### config.mk
export PLATFORM = sky130hd
export DESIGN_NAME = smms_cell
export DESIGN_NICKNAME = d
export VERILOG_FILES = /design/src/design/suffix_max_monotonic_stack_unit_macros.svh /design/src/design/smms_pkg.sv /design/src/design/smms_cell.sv
export SDC_FILE = /design/constraint.sdc
export NUM_CORES = 1
export LEC_CHECK = 0
export ABC_CLOCK_PERIOD_IN_PS = 4100
export BUFFER_PORTS_ARGS = -buffer_cell sky130_fd_sc_hd__buf_2
export CAP_MARGIN = 20
export CORE_MARGIN = 3
export CORE_UTILIZATION = 44
export DETAILED_ROUTE_END_ITERATION = 16
export PLACE_DENSITY = 0.79
export SLEW_MARGIN = 20
export SYNTH_ARGS = -nofsm -noshare
export SYNTH_HDL_FRONTEND = slang
export SYNTH_SLANG_ARGS = --single-unit
export TNS_END_PERCENT = 100
### constraint.sdc
create_clock -name i_clk -period 4.1 [get_ports i_clk]
set_clock_uncertainty 0.2 [all_clocks]
set_input_delay 0.205 -clock i_clk [delete_from_list [all_inputs] [get_ports i_clk]]
set_output_delay 0.205 -clock i_clk [all_outputs]
set_load 0.05 [all_outputs]
### src/design/suffix_max_monotonic_stack_unit_macros.svh
// ----------------------------------------------------------------------------
// suffix_max_monotonic_stack_unit_macros
// assertion macros used by suffix_max_monotonic_stack_unit
// ----------------------------------------------------------------------------
`ifndef SUFFIX_MAX_MONOTONIC_STACK_UNIT_MACROS_SVH
`define SUFFIX_MAX_MONOTONIC_STACK_UNIT_MACROS_SVH

// same-cycle implication
`define SMMS_ASSERT_NOW(label, ante, cons, msg) \
    label: assert property (@(posedge i_clk) disable iff (!i_rst_n) (ante) |-> (cons)) \
        else $error(msg);

// next-cycle implication
`define SMMS_ASSERT_NEXT(label, ante, cons, msg) \
    label: assert property (@(posedge i_clk) disable iff (!i_rst_n) (ante) |=> (cons)) \
        else $error(msg);

`endif

### src/design/smms_pkg.sv
// ----------------------------------------------------------------------------
// smms_pkg
// shared types and constants of the suffix maximum monotonic stack
// ----------------------------------------------------------------------------
package smms_pkg;

    localparam int STACK_DEPTH = 1024;
    localparam int VAL_W       = 31;
    localparam int SEQ_W       = 32;
    localparam int GRP         = 32;
    localparam int NGRP        = (STACK_DEPTH + GRP - 1) / GRP;

    // one stored stack entry
    typedef struct packed {
        logic             valid;
        logic [VAL_W-1:0] value;
        logic [SEQ_W-1:0] seq;
    } t_entry;

    // control broadcast to every cell
    typedef struct packed {
        logic             append;
        logic             shift;
        logic [VAL_W-1:0] value;
        logic [SEQ_W-1:0] seq;
        logic [VAL_W-1:0] len;
        logic [SEQ_W-1:0] seq_cnt;
    } t_cell_ctl;

endpackage

### src/design/smms_cell.sv
// ----------------------------------------------------------------------------
// smms_cell
// one stack slot: pop test, push, shift and window test
// ----------------------------------------------------------------------------
module smms_cell
    import smms_pkg::*;
(
    input  logic      i_clk,
    input  logic      i_rst_n,
    input  t_cell_ctl i_ctl,
    input  logic      i_kept_prev,
    input  logic      i_pass_prev,
    input  t_entry    i_up,
    output logic      o_kept,
    output logic      o_pass,
    output logic      o_sel,
    output t_entry    o_entry
);

    logic             r_valid;
    logic [VAL_W-1:0] r_value;
    logic [SEQ_W-1:0] r_seq;
    logic [SEQ_W-1:0] w_age;

    assign o_kept  = r_valid && (r_value > i_ctl.value);
    assign w_age   = i_ctl.seq_cnt - r_seq;
    assign o_pass  = r_valid && (w_age < {1'b0, i_ctl.len});
    assign o_sel   = o_pass && !i_pass_prev;
    assign o_entry = '{valid: r_valid, value: r_value, seq: r_seq};

    always_ff @(posedge i_clk) begin
        if (!i_rst_n) begin
            r_valid <= 1'b0;
        end else if (i_ctl.shift) begin
            r_valid <= i_up.valid;
        end else if (i_ctl.append && !o_kept) begin
            r_valid <= i_kept_prev;
        end
        if (i_ctl.shift) begin
            r_value <= i_up.value;
            r_seq   <= i_up.seq;
        end else if (i_ctl.append && !o_kept && i_kept_prev) begin
            r_value <= i_ctl.value;
            r_seq   <= i_ctl.seq;
        end
    end

endmodule

==> results.toml <==
[critical_path]
path_delay_family = "compound AO/OA/AOI/OAI gates"
timing.critical_path.buf_inv = 6
ff2ff_path_depth = 10
timing.rr.start = "r_value[12]"
arrival_ns = 4.54
path_class = "reg2out"
crit_path_top_delay_cell = "edfxtp_1"
cp_common_cell = "buf_4"
path_max_fanout = 3
worstPathCellList = "inv_2 > buf_4 > buf_4 > fa_2 > a211oi_2 > o21ai_2 > a211oi_2 > o31ai_2 > a21oi_1 > xnor2_1 > ha_1 > a21o_1 > a21o_1 > a211oi_2 > buf_4 > a2111oi_4 > a21o_1 > nand4b_1 > buf_4 > a21oi_4 > buf_6"
crit_path_start_kind = "flip-flop"
reg2reg_to = "r_seq[14]"
worstPathRequired_ns = 3.69
crit_path_max_incr_delay_ns = 0.38
r2r_setup_slack_ns = 0.83
end_kind = "primary output"

[global_routing]
track_usage = 0.270
antenna_found_initial = 0
grt_pass1_vias = 6435
grt_max_degree = 64
grt-ovfl-total = 0
grt_pass1_wl_um = 31100

[final_layout]
final_area_mm2 = 0.00925
layout.area.seq_mm2 = 0.00191
fin_nets = 1335
drive_above_1_share = 0.411
area_delta_synth_final_pct = 58.1
multi_input_area_mm2 = 0.00371
antennaDiodeCount = 0
nFillCells = 867

[die]
initial_utilization = 0.456
core_mm2 = 0.0128
die_h_um = 121
io_pins = 263
placementRows = 41
fp.dieArea_mm2 = 0.0147
dieWidth_um = 121

[power]
powerDensity_mw_per_mm2 = 317
combPwrFrac = 0.475
leakage_nw = 4.80
switchingPower_mw = 1.07
ir_drop_mv = 0.253
p_int_mw = 1.86
pwr-share-clk = 0.240
seqPwrFrac = 0.284
sw_frac_of_total = 0.365

[synthesis]
synthesis.nets = 916
synth_seq_cells = 64
yosysMostFrequentCell = "inv_1"
synthArstFlopShare = 0
seq_area_frac_synth = 0.327
postSynthAreaPerCell_um2 = 9.33
synth_edf_count = 63
yosys.area.top_type = "edfxtp_1"
synth_top_area_share = 0.323
synthTopCellsByArea = "edfxtp_1 32%, ha_1 20%, inv_1 6.5%, mux2_2 6.4%, a21o_1 5.1%"
syn_inst = 627
syn-cell-area_mm2 = 0.00585
synth_warnings = 0
netlist-cell-type-count = 59
synth_common_cells = "101 x inv_1, 92 x ha_1, 63 x edfxtp_1"
synthFlopType = "edfxtp_1"

[timing]
min_period_over_period = 1.21
maxSlewViolCount = 0
setup_viol = 2
fmax_ghz = 0.202
min_period_ns = 4.95
tightest_slew_ns = 0.798
relSlewSlack = 0.468
final-hold-violation-count = 0
fin_ws_ns = -0.845
rsz0062_at_grt = "yes"

[job]
max-cap-violations = 0

[detailed_routing]
drcViolationCount = 0
wl_per_cell_um = 16.8
via_per_inst = 5.21
drt_wl_total_um = 20600
vias = 6370
detail_route.first_pass.iterations = 5
drtIter0Drc = 330
antenna_left = 0

[clock_tree]
clock-root-buffer = "clkbuf_16"
clk_path_buf_depth = 2
cts_htree_levels = 3
clk_latency_ns = 0.33
cts.sinks = 64
cts_made_buffers = 9
cts_tree = "yes"
cts.clk_slew.worst_paths_ns = 0.05

[placement]
dp_slack_ns = -0.557
dp_hpwl_um = 14800
place_congestion = 0.997
placed_area_mm2 = 0.00794
io_buffers = 262

[hold_path]
worstHoldPathType = "in2reg"
min_from = "i_ctl[91]"
hold_depth = 2
min_to = "r_seq[28]"

[run_status]
violations = "setup timing"
status = "finished, violations left"
-- registers in the layout, indices dropped and copies added, names as in the netlist --
register	flops
r_value	31
r_valid	1
r_seq	32
-- how the worst max path moves through the flow --
stage / slack, ns / end / from / depth (start not counted)
finish: -0.85 / o_sel / r_seq[1] / 21
global route: -1.12 / o_sel / r_seq[1] / 23
CTS: -0.75 / o_pass / r_seq[0] / 20
detailed placement: -0.56 / o_sel / r_seq[0] / 19
global placement: -0.39 / o_sel / i_ctl[0] / 21
floorplan: -0.43 / o_sel / r_seq[1] / 18
-- per-layer routing --
metal,routed length [µm],part of all wire,up-vias,global-route usage
met5,0,0,-,0
met4,739,0.036,0,0.108
met3,1620,0.079,57,0.0597
met2,10400,0.51,322,0.486
met1,7800,0.38,2910,0.308
li1,-,-,3081,-
-- worst register-to-register path, cell delays in order, from the launching register on --
cell,delay (ns)
edfxtp_1,0.40
ha_1,0.31
a21o_1,0.16
a21o_1,0.17
a21oi_1,0.16
o21ai_0,0.13
a21o_1,0.16
a221o_1,0.34
o211ai_1,0.31
a31o_2,0.24
buf_12,0.31
-- power by group through the flow --
| stage | Sequential [mW] | Clock [mW] | Combinational (mW) |
|---|---|---|---|
| CTS | 0.829 | 0.711 | 1.32 |
| detailed placement | 0.842 | 0 | 1.22 |
| global route | 0.837 | 0.744 | 1.52 |
| global placement | 0.839 | 0 | 1.20 |
| floorplan | 1.02 | 0 | 0.628 |
| finish | 0.833 | 0.704 | 1.39 |
-- through the flow --
stage	TNS [ns]	utilization	hold slack [ns]	total power [mW]	cells
after global routing	-2.17	0.721	0.00981	3.10	1223
after detailed placement	-1.08	0.619	0.267	2.07	1114
final	-1.61	0.721	0.00197	2.93	1223
after global placement	-0.750	0.619	0.260	2.04	1114
after CTS	-1.50	0.709	0.000298	2.86	1213
after floorplan	-0.831	-	0.143	1.65	627
-- cell usage in the layout, fill, tap and decap left out, types with 2 or more instances in the layout --
cell type,netlist,final
nor2b_1,5,4
clkinv_2,0,4
nor3_1,4,4
nand2b_1,2,2
ha_4,0,7
o21ai_0,47,45
nand2_1,50,49
clkbuf_16,0,9
a211oi_2,2,4
o31a_2,2,2
a31oi_1,4,4
buf_4,1,76
nand3_1,7,6
clkbuf_8,0,2
o21bai_1,3,3
inv_1,101,97
nor2_1,24,22
nand4_1,16,16
o21ai_2,2,3
a21oi_1,40,38
dlygate4sd3_1,0,84
ha_1,92,85
buf_2,0,260
xor2_1,12,12
o21a_1,8,8
and3_1,2,2
a311oi_2,1,2
o31ai_4,1,2
edfxtp_1,63,63
a21o_1,40,40
xnor2_1,16,16
nor2_2,0,2
inv_2,0,4
mux2_2,33,33
o21ai_1,2,3
a21oi_2,3,4
-- kinds of logic (layout without fill, tap and decap cells) --
logic type	Yosys count	after routing	share of synthesized area
compound gates	175	175	0.197
xor+xnor	28	28	0.0419
fa+ha+maj	93	93	0.200
buf+inv	116	540	0.0764
flops	64	64	0.327
mux	34	34	0.0652
simple gates	117	117	0.0920
-- repair_timing --
action / 4_1_cts / 5_1_grt
hold buffers: 80 / 4
endpoints found under the setup margin: 2 / 2
setup buffers: 3 / 6
pin swaps: 12 / 28
gates resized for setup: 12 / 15
hold endpoints to repair: 57 / 2
-- area by class of cell --
cell class                 count  area share
clock buffer                  12      0.0277
clock inverter                 4     0.00216
inverter                     101      0.0410
multi-input combinational    447       0.401
sequential                    64       0.207
tap                          172      0.0233
timing repair buffer         423       0.298
No activity file was read; power rests on OpenSTA's default activity.
