`src/design/suffix_max_monotonic_stack_unit_macros.svh`:
```
// ----------------------------------------------------------------------------
// suffix_max_monotonic_stack_unit_macros
// assertion macros used by suffix_max_monotonic_stack_unit
// ----------------------------------------------------------------------------
`ifndef SUFFIX_MAX_MONOTONIC_STACK_UNIT_MACROS_SVH
`define SUFFIX_MAX_MONOTONIC_STACK_UNIT_MACROS_SVH

// same-cycle implication
`define SMMS_ASSERT_NOW(label, ante, cons, msg) \
    label: assert property (@(posedge i_clk) disable iff (!i_rst_n) (ante) |-> (cons)) \
        else $error(msg);

// next-cycle implication
`define SMMS_ASSERT_NEXT(label, ante, cons, msg) \
    label: assert property (@(posedge i_clk) disable iff (!i_rst_n) (ante) |=> (cons)) \
        else $error(msg);

`endif

```
`src/design/smms_pkg.sv`:
```
// ----------------------------------------------------------------------------
// smms_pkg
// shared types and constants of the suffix maximum monotonic stack
// ----------------------------------------------------------------------------
package smms_pkg;

    localparam int STACK_DEPTH = 1024;
    localparam int VAL_W       = 31;
    localparam int SEQ_W       = 32;
    localparam int GRP         = 32;
    localparam int NGRP        = (STACK_DEPTH + GRP - 1) / GRP;

    // one stored stack entry
    typedef struct packed {
        logic             valid;
        logic [VAL_W-1:0] value;
        logic [SEQ_W-1:0] seq;
    } t_entry;

    // control broadcast to every cell
    typedef struct packed {
        logic             append;
        logic             shift;
        logic [VAL_W-1:0] value;
        logic [SEQ_W-1:0] seq;
        logic [VAL_W-1:0] len;
        logic [SEQ_W-1:0] seq_cnt;
    } t_cell_ctl;

endpackage

```
`src/design/smms_divider.sv`:
```
// ----------------------------------------------------------------------------
// smms_divider
// restoring remainder unit, one quotient bit per cycle
// ----------------------------------------------------------------------------
module smms_divider
    import smms_pkg::*;
(
    input  logic             i_clk,
    input  logic             i_rst_n,
    input  logic             i_start,
    input  logic [VAL_W:0]   i_dividend,
    input  logic [VAL_W-1:0] i_divisor,
    output logic             o_done,
    output logic [VAL_W-1:0] o_rem
);

    localparam int CNT_W = $clog2(VAL_W + 2);

    logic             r_busy, n_busy;
    logic             r_done, n_done;
    logic [CNT_W-1:0] r_cnt, n_cnt;
    logic [VAL_W-1:0] r_rem, n_rem;
    logic [VAL_W:0]   r_num, n_num;
    logic [VAL_W:0]   w_trial;

    assign w_trial = {r_rem, r_num[VAL_W]};

    always_comb begin
        n_busy = r_busy;
        n_done = 1'b0;
        n_cnt  = r_cnt;
        n_rem  = r_rem;
        n_num  = r_num;
        if (i_start) begin
            if (i_divisor == '0) begin
                n_rem  = i_dividend[VAL_W-1:0];
                n_done = 1'b1;
            end else begin
                n_busy = 1'b1;
                n_rem  = '0;
                n_num  = i_dividend;
                n_cnt  = CNT_W'(VAL_W + 1);
            end
        end else if (r_busy) begin
            if (w_trial >= {1'b0, i_divisor}) begin
                n_rem = VAL_W'(w_trial - {1'b0, i_divisor});
            end else begin
                n_rem = w_trial[VAL_W-1:0];
            end
            n_num = {r_num[VAL_W-1:0], 1'b0};
            n_cnt = r_cnt - 1'b1;
            if (r_cnt == CNT_W'(1)) begin
                n_busy = 1'b0;
                n_done = 1'b1;
            end
        end
    end

    always_ff @(posedge i_clk) begin
        if (!i_rst_n) begin
            r_busy <= 1'b0;
            r_done <= 1'b0;
            r_cnt  <= '0;
        end else begin
            r_busy <= n_busy;
            r_done <= n_done;
            r_cnt  <= n_cnt;
        end
        r_rem <= n_rem;
        r_num <= n_num;
    end

    assign o_done = r_done;
    assign o_rem  = r_rem;

endmodule

```
`config.mk`:
```
export PLATFORM = sky130hd
export DESIGN_NAME = smms_divider
export DESIGN_NICKNAME = d
export VERILOG_FILES = /design/src/design/suffix_max_monotonic_stack_unit_macros.svh /design/src/design/smms_pkg.sv /design/src/design/smms_divider.sv
export SDC_FILE = /design/constraint.sdc
export NUM_CORES = 1
export LEC_CHECK = 0
export ABC_AREA = 1
export ABC_CLOCK_PERIOD_IN_PS = 3700
export BUFFER_PORTS_ARGS = -buffer_cell sky130_fd_sc_hd__buf_2
export CAP_MARGIN = 30
export CORE_MARGIN = 2
export CORE_UTILIZATION = 59
export CTS_CLUSTER_DIAMETER = 30
export DETAILED_ROUTE_END_ITERATION = 12
export GPL_TIMING_DRIVEN = 0
export HOLD_SLACK_MARGIN = 0.05
export PLACE_DENSITY = 0.82
export SLEW_MARGIN = 10
export SYNTH_ARGS = -nofsm -noshare
export SYNTH_HDL_FRONTEND = slang
export SYNTH_SLANG_ARGS = --single-unit
```
`constraint.sdc`:
```
create_clock -name i_clk -period 3.7 [get_ports i_clk]
set_input_delay 0.925 -clock i_clk [delete_from_list [all_inputs] [get_ports i_clk]]
set_output_delay 0.925 -clock i_clk [all_outputs]
set_load 0.05 [all_outputs]
```
==> results of run 1 <==
## synth_stat cells
master	number	area (sq um)
nand2_1	403	1510
inv_1	167	627
nand3_1	94	470
edfxtp_1	63	1890
nor2_1	49	184
ha_1	33	413
nand3b_1	27	203
a21oi_1	19	95.1
nand4_1	14	87.6
xnor2_1	14	123
clkbuf_1	13	48.8
nand3_2	10	100
dfxtp_1	8	160
nand2_2	8	50.1
clkinv_1	5	18.8
and2_1	4	25.0
buf_6	4	45.0
nor2_4	4	45.0
xor2_1	4	35.0
a21oi_2	3	26.3
buf_1	3	11.3
buf_2	3	15.0
nor2_2	3	18.8
nor3_1	3	15.0
nor4_1	3	18.8
buf_4	2	15.0
inv_2	2	7.51
nand2_4	2	22.5
o21ai_0	2	10.0
or2_2	2	12.5
a211oi_1	1	7.51
buf_12	1	20.0
fa_1	1	20.0
nor2_8	1	20.0
o21ai_1	1	5.00
o21bai_1	1	7.51
or2_1	1	6.26
## layer usage
layer	vias up	part of all wire
li1	3275	-
met1	2790	0.43
met2	248	0.45
met3	55	0.078
met4	0	0.043
met5	-	0
## placed cells by master, fill, tap and decap left out, types with 10 or more instances in the layout
| master | instances |
|---|---|
| a21oi_1 | 19 |
| buf_2 | 100 |
| clkbuf_1 | 18 |
| edfxtp_1 | 63 |
| ha_1 | 33 |
| inv_1 | 167 |
| nand2_1 | 403 |
| nand3_1 | 94 |
| nand3_2 | 10 |
| nand3b_1 | 27 |
| nand4_1 | 14 |
| nor2_1 | 49 |
| xnor2_1 | 14 |
## logic make-up after synthesis
family | after synthesis
XOR/XNOR | 18
AO/OA/AOI/OAI | 27
AND/OR/NAND/NOR | 628
buffers and inverters | 200
adder cells (fa/ha/maj) | 34
flip-flops | 71
## area by class of cell
type                    count  area share
multi-input cells         707       0.487
flip-flops and latches     71       0.283
inverters                 174      0.0899
repair buffers             99      0.0744
well taps                 140      0.0241
plain buffers              26      0.0214
clock buffers              14      0.0196
clock inverters             2     0.00138
## power breakdown
part | internal (uW) | switching (uW) | total [uW]
clock | 242 | 261 | 503
combinational | 835 | 1680 | 2520
sequential | 1080 | 145 | 1230
total | 2160 | 2090 | 4250
## per-stage QoR
stage,utilization,hold WS (ns),cells,setup WS (ns),cell area (sq um)
6_report,0.679,0.484,1233,0.802,7260
5_1_grt,0.679,0.500,1233,0.623,7260
4_1_cts,0.679,0.487,1233,0.791,7260
3_5_place_dp,0.665,0.474,1217,0.415,7110
3_3_place_gp,0.659,0.450,1215,-0.0664,7050
2_1_floorplan,-,0.440,978,0.742,6390
## registers in the layout, indices dropped and copies added (netlist names)
signal	cells
o_done	1
r_num	32
o_rem	31
r_busy	1
r_cnt	6
## worst max-delay path by stage
stage / startpoint / end / slack, ns / depth (start not counted)
finish: i_divisor[8] / r_num[0]$_SDFFCE_PN0P_ / 0.80 / 10
floorplan: i_start / r_num[0]$_SDFFCE_PN0P_ / 0.74 / 4
CTS: i_divisor[13] / r_num[10]$_DFFE_PP_ / 0.79 / 10
detailed placement: i_divisor[13] / r_num[5]$_DFFE_PP_ / 0.42 / 10
global placement: i_start / r_num[5]$_DFFE_PP_ / -0.07 / 5
global route: i_divisor[7] / r_num[0]$_SDFFCE_PN0P_ / 0.62 / 10
## worst min-delay path, stage by stage (launching register included)
cell,delay [ns]
dfxtp_1,0.32
inv_1,0.05
a21oi_1,0.06
==> out/metrics.cfg, run 1 <==
[timing]
setup-tns-final_ns = 0
fin_crit_ns = 2.90
skew_ns = 0.00906
slew_headroom = 0.507
tightest_slew_ns = 0.738
post-route-period-util = 0.783
setup_viol = 0
max_freq_mhz = 345
rsz0062_at_grt = no
hold_violations = 0
maxSlewViolCount = 0

[outcome]
outcome = finished clean

[synth]
synth_top_family_by_area = simple AND/OR/NAND/NOR gates
yosysSeqAreaShare = 0.321
synth_xor_xnor_area_share = 0.0247
ys_warn_count = 0
synthCells = 978
syn-num-nets = 1078
syn_avg_cell_area_sq_um = 6.54
synth.distinct_cells = 37
synthMuxAreaShare = 0
synth-simple-area-share = 0.437
syn_area_sq_mm = 0.00639
ys_seq_elements = 71
synthAdderAreaFrac = 0.0677
synth_compound_area_frac = 0.0237

[cells_and_area]
seq_area_sq_mm = 0.00205
diodes = 0
synthToLayoutAreaGrowth_pct = 13.6
fin_nets = 1188
nFillCells = 979
multiInputGateArea_sq_mm = 0.00353
drive_above_1_share = 0.142

[place]
dp_hpwl_microns = 14100
portBuffers = 97
gp_congestion = 0.994

[grt]
grt.total_usage = 0.304
use_met2 = 0.497
use_met1 = 0.396
grt_pass1_wl_microns = 27300
grt_use_met3 = 0.0440
grt.overflow.total = 0
top_usage_layer = met2
first_global_vias = 5965
grt_max_degree = 21
grt_antenna_before_repair = 0

[drt]
drtAntennaViolNets = 0
drcViolationCount = 0
vias_per_cell = 5.16
wirelength_microns = 16900
firstDrtPassIters = 8
first_iter_violations = 404
wl_per_cell_microns = 13.7
via_count = 6368

[hold_path]
worst_hold_path_type = register to register
hp-start = r_busy$_SDFFE_PN0P_
min_path_cells = 2
min_delay_worst_endpoint = r_busy$_SDFFE_PN0P_

[clock_network]
insertion_delay_ns = 0.35
cts_tree = done
h-tree-depth = 3
post-cts-setup-buffers = 0
hold_buffers = 0
cts_sinks = 71
post_cts_resized = 0
cts.path.max_buffers = 2
ctsRootBufferMaster = clkbuf_8
clkTransAtPathRegs_ns = 0.06
cts_inserted_buffers = 9

[power_and_ir_drop]
power-per-cell-area_mw_per_mm2 = 585
peakVddDrop_v = 0.000354
leakagePower_uw = 0.00407
finalPower_uw = 4250

[floorplanning]
dieArea_sq_mm = 0.0117
die_y_microns = 108
rows = 38
fp.dieW_microns = 108
num_io_pins = 98
start_util = 0.598
core_sq_mm = 0.0107

[worst_setup_path]
worstPathCellList = buf_2, inv_1, nand4_1, nor2_1, nand3b_1, nor2_2, nand2_1, nand2_2, inv_1, buf_16
reg2reg_to = o_rem[27]$_DFFE_PP_
worstPathRequired_ns = 3.81
end_kind = register
worst-path-buf-inv = 4
cp_max_fo = 17
worst-setup-path-type = input port to register
path_delay_family = simple AND/OR/NAND/NOR gates
critPathMaxStageDelay_ns = 0.36
r2r_cells = 16
critPathSlowestCell = inv_1
cpMostUsedCell = inv_1
arrival_ns = 3.01
r2r_start = r_num[31]$_DFFE_PP_
r2r_setup_slack_ns = 1.21
crit_path_start_kind = input port

[flow_run]
maxCapViolCount = 0

Power figures use the tool's default switching activity.
==> inputs of run 2 (changes only) <==
--- a/config.mk
+++ b/config.mk
@@ -6,7 +6,7 @@
 export NUM_CORES = 1
 export LEC_CHECK = 0
 export ABC_AREA = 1
-export ABC_CLOCK_PERIOD_IN_PS = 3700
+export ABC_CLOCK_PERIOD_IN_PS = 2700
 export BUFFER_PORTS_ARGS = -buffer_cell sky130_fd_sc_hd__buf_2
 export CAP_MARGIN = 30
 export CORE_MARGIN = 2
==> constraint.sdc (replaced) <==
create_clock -name i_clk -period 2.7 [get_ports i_clk]
set_input_delay 0.675 -clock i_clk [delete_from_list [all_inputs] [get_ports i_clk]]
set_output_delay 0.675 -clock i_clk [all_outputs]
set_load 0.05 [all_outputs]
==> run 2 against run 1 <==
Against the previous run:
- global-route usage is 0.18 points lower
- sequential share of layout area down 0.31 points
- cell count rose by 0.24%
- critical path type unchanged
- critical endpoint is now o_rem[27]$_DFFE_PP_
==> out/metrics.cfg, run 2 (same netlist as run 1, synthesis figures left out) <==
[grt]
use_met1 = 0.410
grt_pass1_wl_microns = 27200
grt.total_usage = 0.303
top_usage_layer = met2
grt_max_degree = 38
grt_use_met3 = 0.0175
grt.overflow.total = 0
use_met2 = 0.483
grt_antenna_before_repair = 0
first_global_vias = 5920

[place]
portBuffers = 97
gp_congestion = 0.983
place_area_sq_mm = 0.00709
dp_hpwl_microns = 13900
post-place-cells = 1216

[clock_network]
cts_tree = done
cts_sinks = 71
insertion_delay_ns = 0.35
h-tree-depth = 3
cts.path.max_buffers = 2
clkTransAtPathRegs_ns = 0.07
cts_inserted_buffers = 9
ctsRootBufferMaster = clkbuf_8

[timing]
post-route-period-util = 0.950
skew_ns = 0.00767
tightest_slew_ns = 0.719
fin_crit_ns = 2.57
hold_violations = 0
slew_headroom = 0.520
maxSlewViolCount = 0
whs_ns = 0.478
rsz0062_at_grt = no
setup_viol = 0
max_freq_mhz = 390

[worst_setup_path]
end_kind = register
worst-setup-path-type = input port to register
r2r_cells = 16
arrival_ns = 2.67
cp_max_fo = 10
worstPathRequired_ns = 2.81
r2r_setup_slack_ns = 0.20
crit_path_start_kind = input port

[drt]
wl_per_cell_microns = 13.7
first_iter_violations = 442
via_count = 6346
drtAntennaViolNets = 0
firstDrtPassIters = 6
wirelength_microns = 17000
drcViolationCount = 0
vias_per_cell = 5.13

[floorplanning]
num_io_pins = 98
start_util = 0.598
core_sq_mm = 0.0107
die_y_microns = 108
fp.dieW_microns = 108
dieArea_sq_mm = 0.0117
rows = 38

[flow_run]
maxCapViolCount = 0

[cells_and_area]
final_cell_mix = nand2_1 (403), inv_1 (165), buf_2 (100)
largest-register = r_num
fin_cells = 1236
drive_above_1_share = 0.149
diodes = 0
final_common_cell = nand2_1
synthToLayoutAreaGrowth_pct = 14.9
fin_area_sq_mm = 0.00734
fin_nets = 1191
post-route-util = 0.686
largest_reg_flops = 32

[hold_path]
min_path_cells = 2
worst_hold_path_type = register to register

[power_and_ir_drop]
leakagePower_uw = 0.00410
power-per-cell-area_mw_per_mm2 = 828
peakVddDrop_v = 0.000788

[outcome]
outcome = finished clean

## run 2: where the power goes
| part | switching (uW) | leakage, uW | internal (uW) |
|---|---|---|---|
| registers | 196 | 0.000721 | 1480 |
| clock network | 372 | 0.000114 | 570 |
| logic | 2310 | 0.00326 | 1140 |
| total | 2880 | 0.00410 | 3200 |
## run 2: per-stage QoR
step / setup slack, ns / TNS (ns) / total power, uW
3_3_place_gp: -0.456 / -17.80 / 5020
3_5_place_dp: -0.226 / -9.53 / 5080
6_report: 0.135 / 0 / 6080
2_1_floorplan: 0.216 / 0 / 4270
4_1_cts: 0.105 / 0 / 6030
5_1_grt: 0.00531 / 0 / 6530
## run 2: cell type report
cell class | count | area [sq um]
clock buffers | 13 | 159
plain buffers | 26 | 155
inverters | 174 | 661
flip-flops and latches | 71 | 2050
well taps | 140 | 175
fillers | 995 | 3350
multi-input cells | 707 | 3530
clock inverters | 3 | 65.1
repair buffers | 102 | 543
## run 2: layer usage
| metal | wire length [microns] | vias to the layer above |
|---|---|---|
| li1 | - | 3279 |
| met1 | 7480 | 2793 |
| met2 | 7580 | 230 |
| met3 | 1200 | 44 |
| met4 | 720 | 0 |
| met5 | 0 | - |
## run 2: repair_timing
action	in CTS	in global routing
setup buffers	0	4
setup endpoints to repair	0	21
gates resized for setup	0	1
hold buffers	0	0
## run 2: critical path, stage by stage
cell and delay (ns):
buf_2 0.13, ha_1 0.22, fa_1 0.40, inv_1 0.11, nand2_1 0.06, nand2_1 0.09, nand3_2 0.08, nand2_2 0.12
nand2_1 0.09, nand3_2 0.08, nand2_4 0.08, nand2_4 0.12, buf_12 0.14, nand3_1 0.13, nand2_1 0.10, nand2_1 0.04
## run 2: final timing paths
path,from,to
setup reg to reg,r_num[31]$_DFFE_PP_,o_rem[27]$_DFFE_PP_
setup / recovery,i_divisor[0],o_rem[27]$_DFFE_PP_
hold / removal,r_busy$_SDFFE_PN0P_,r_busy$_SDFFE_PN0P_
hold reg to reg,r_busy$_SDFFE_PN0P_,r_busy$_SDFFE_PN0P_
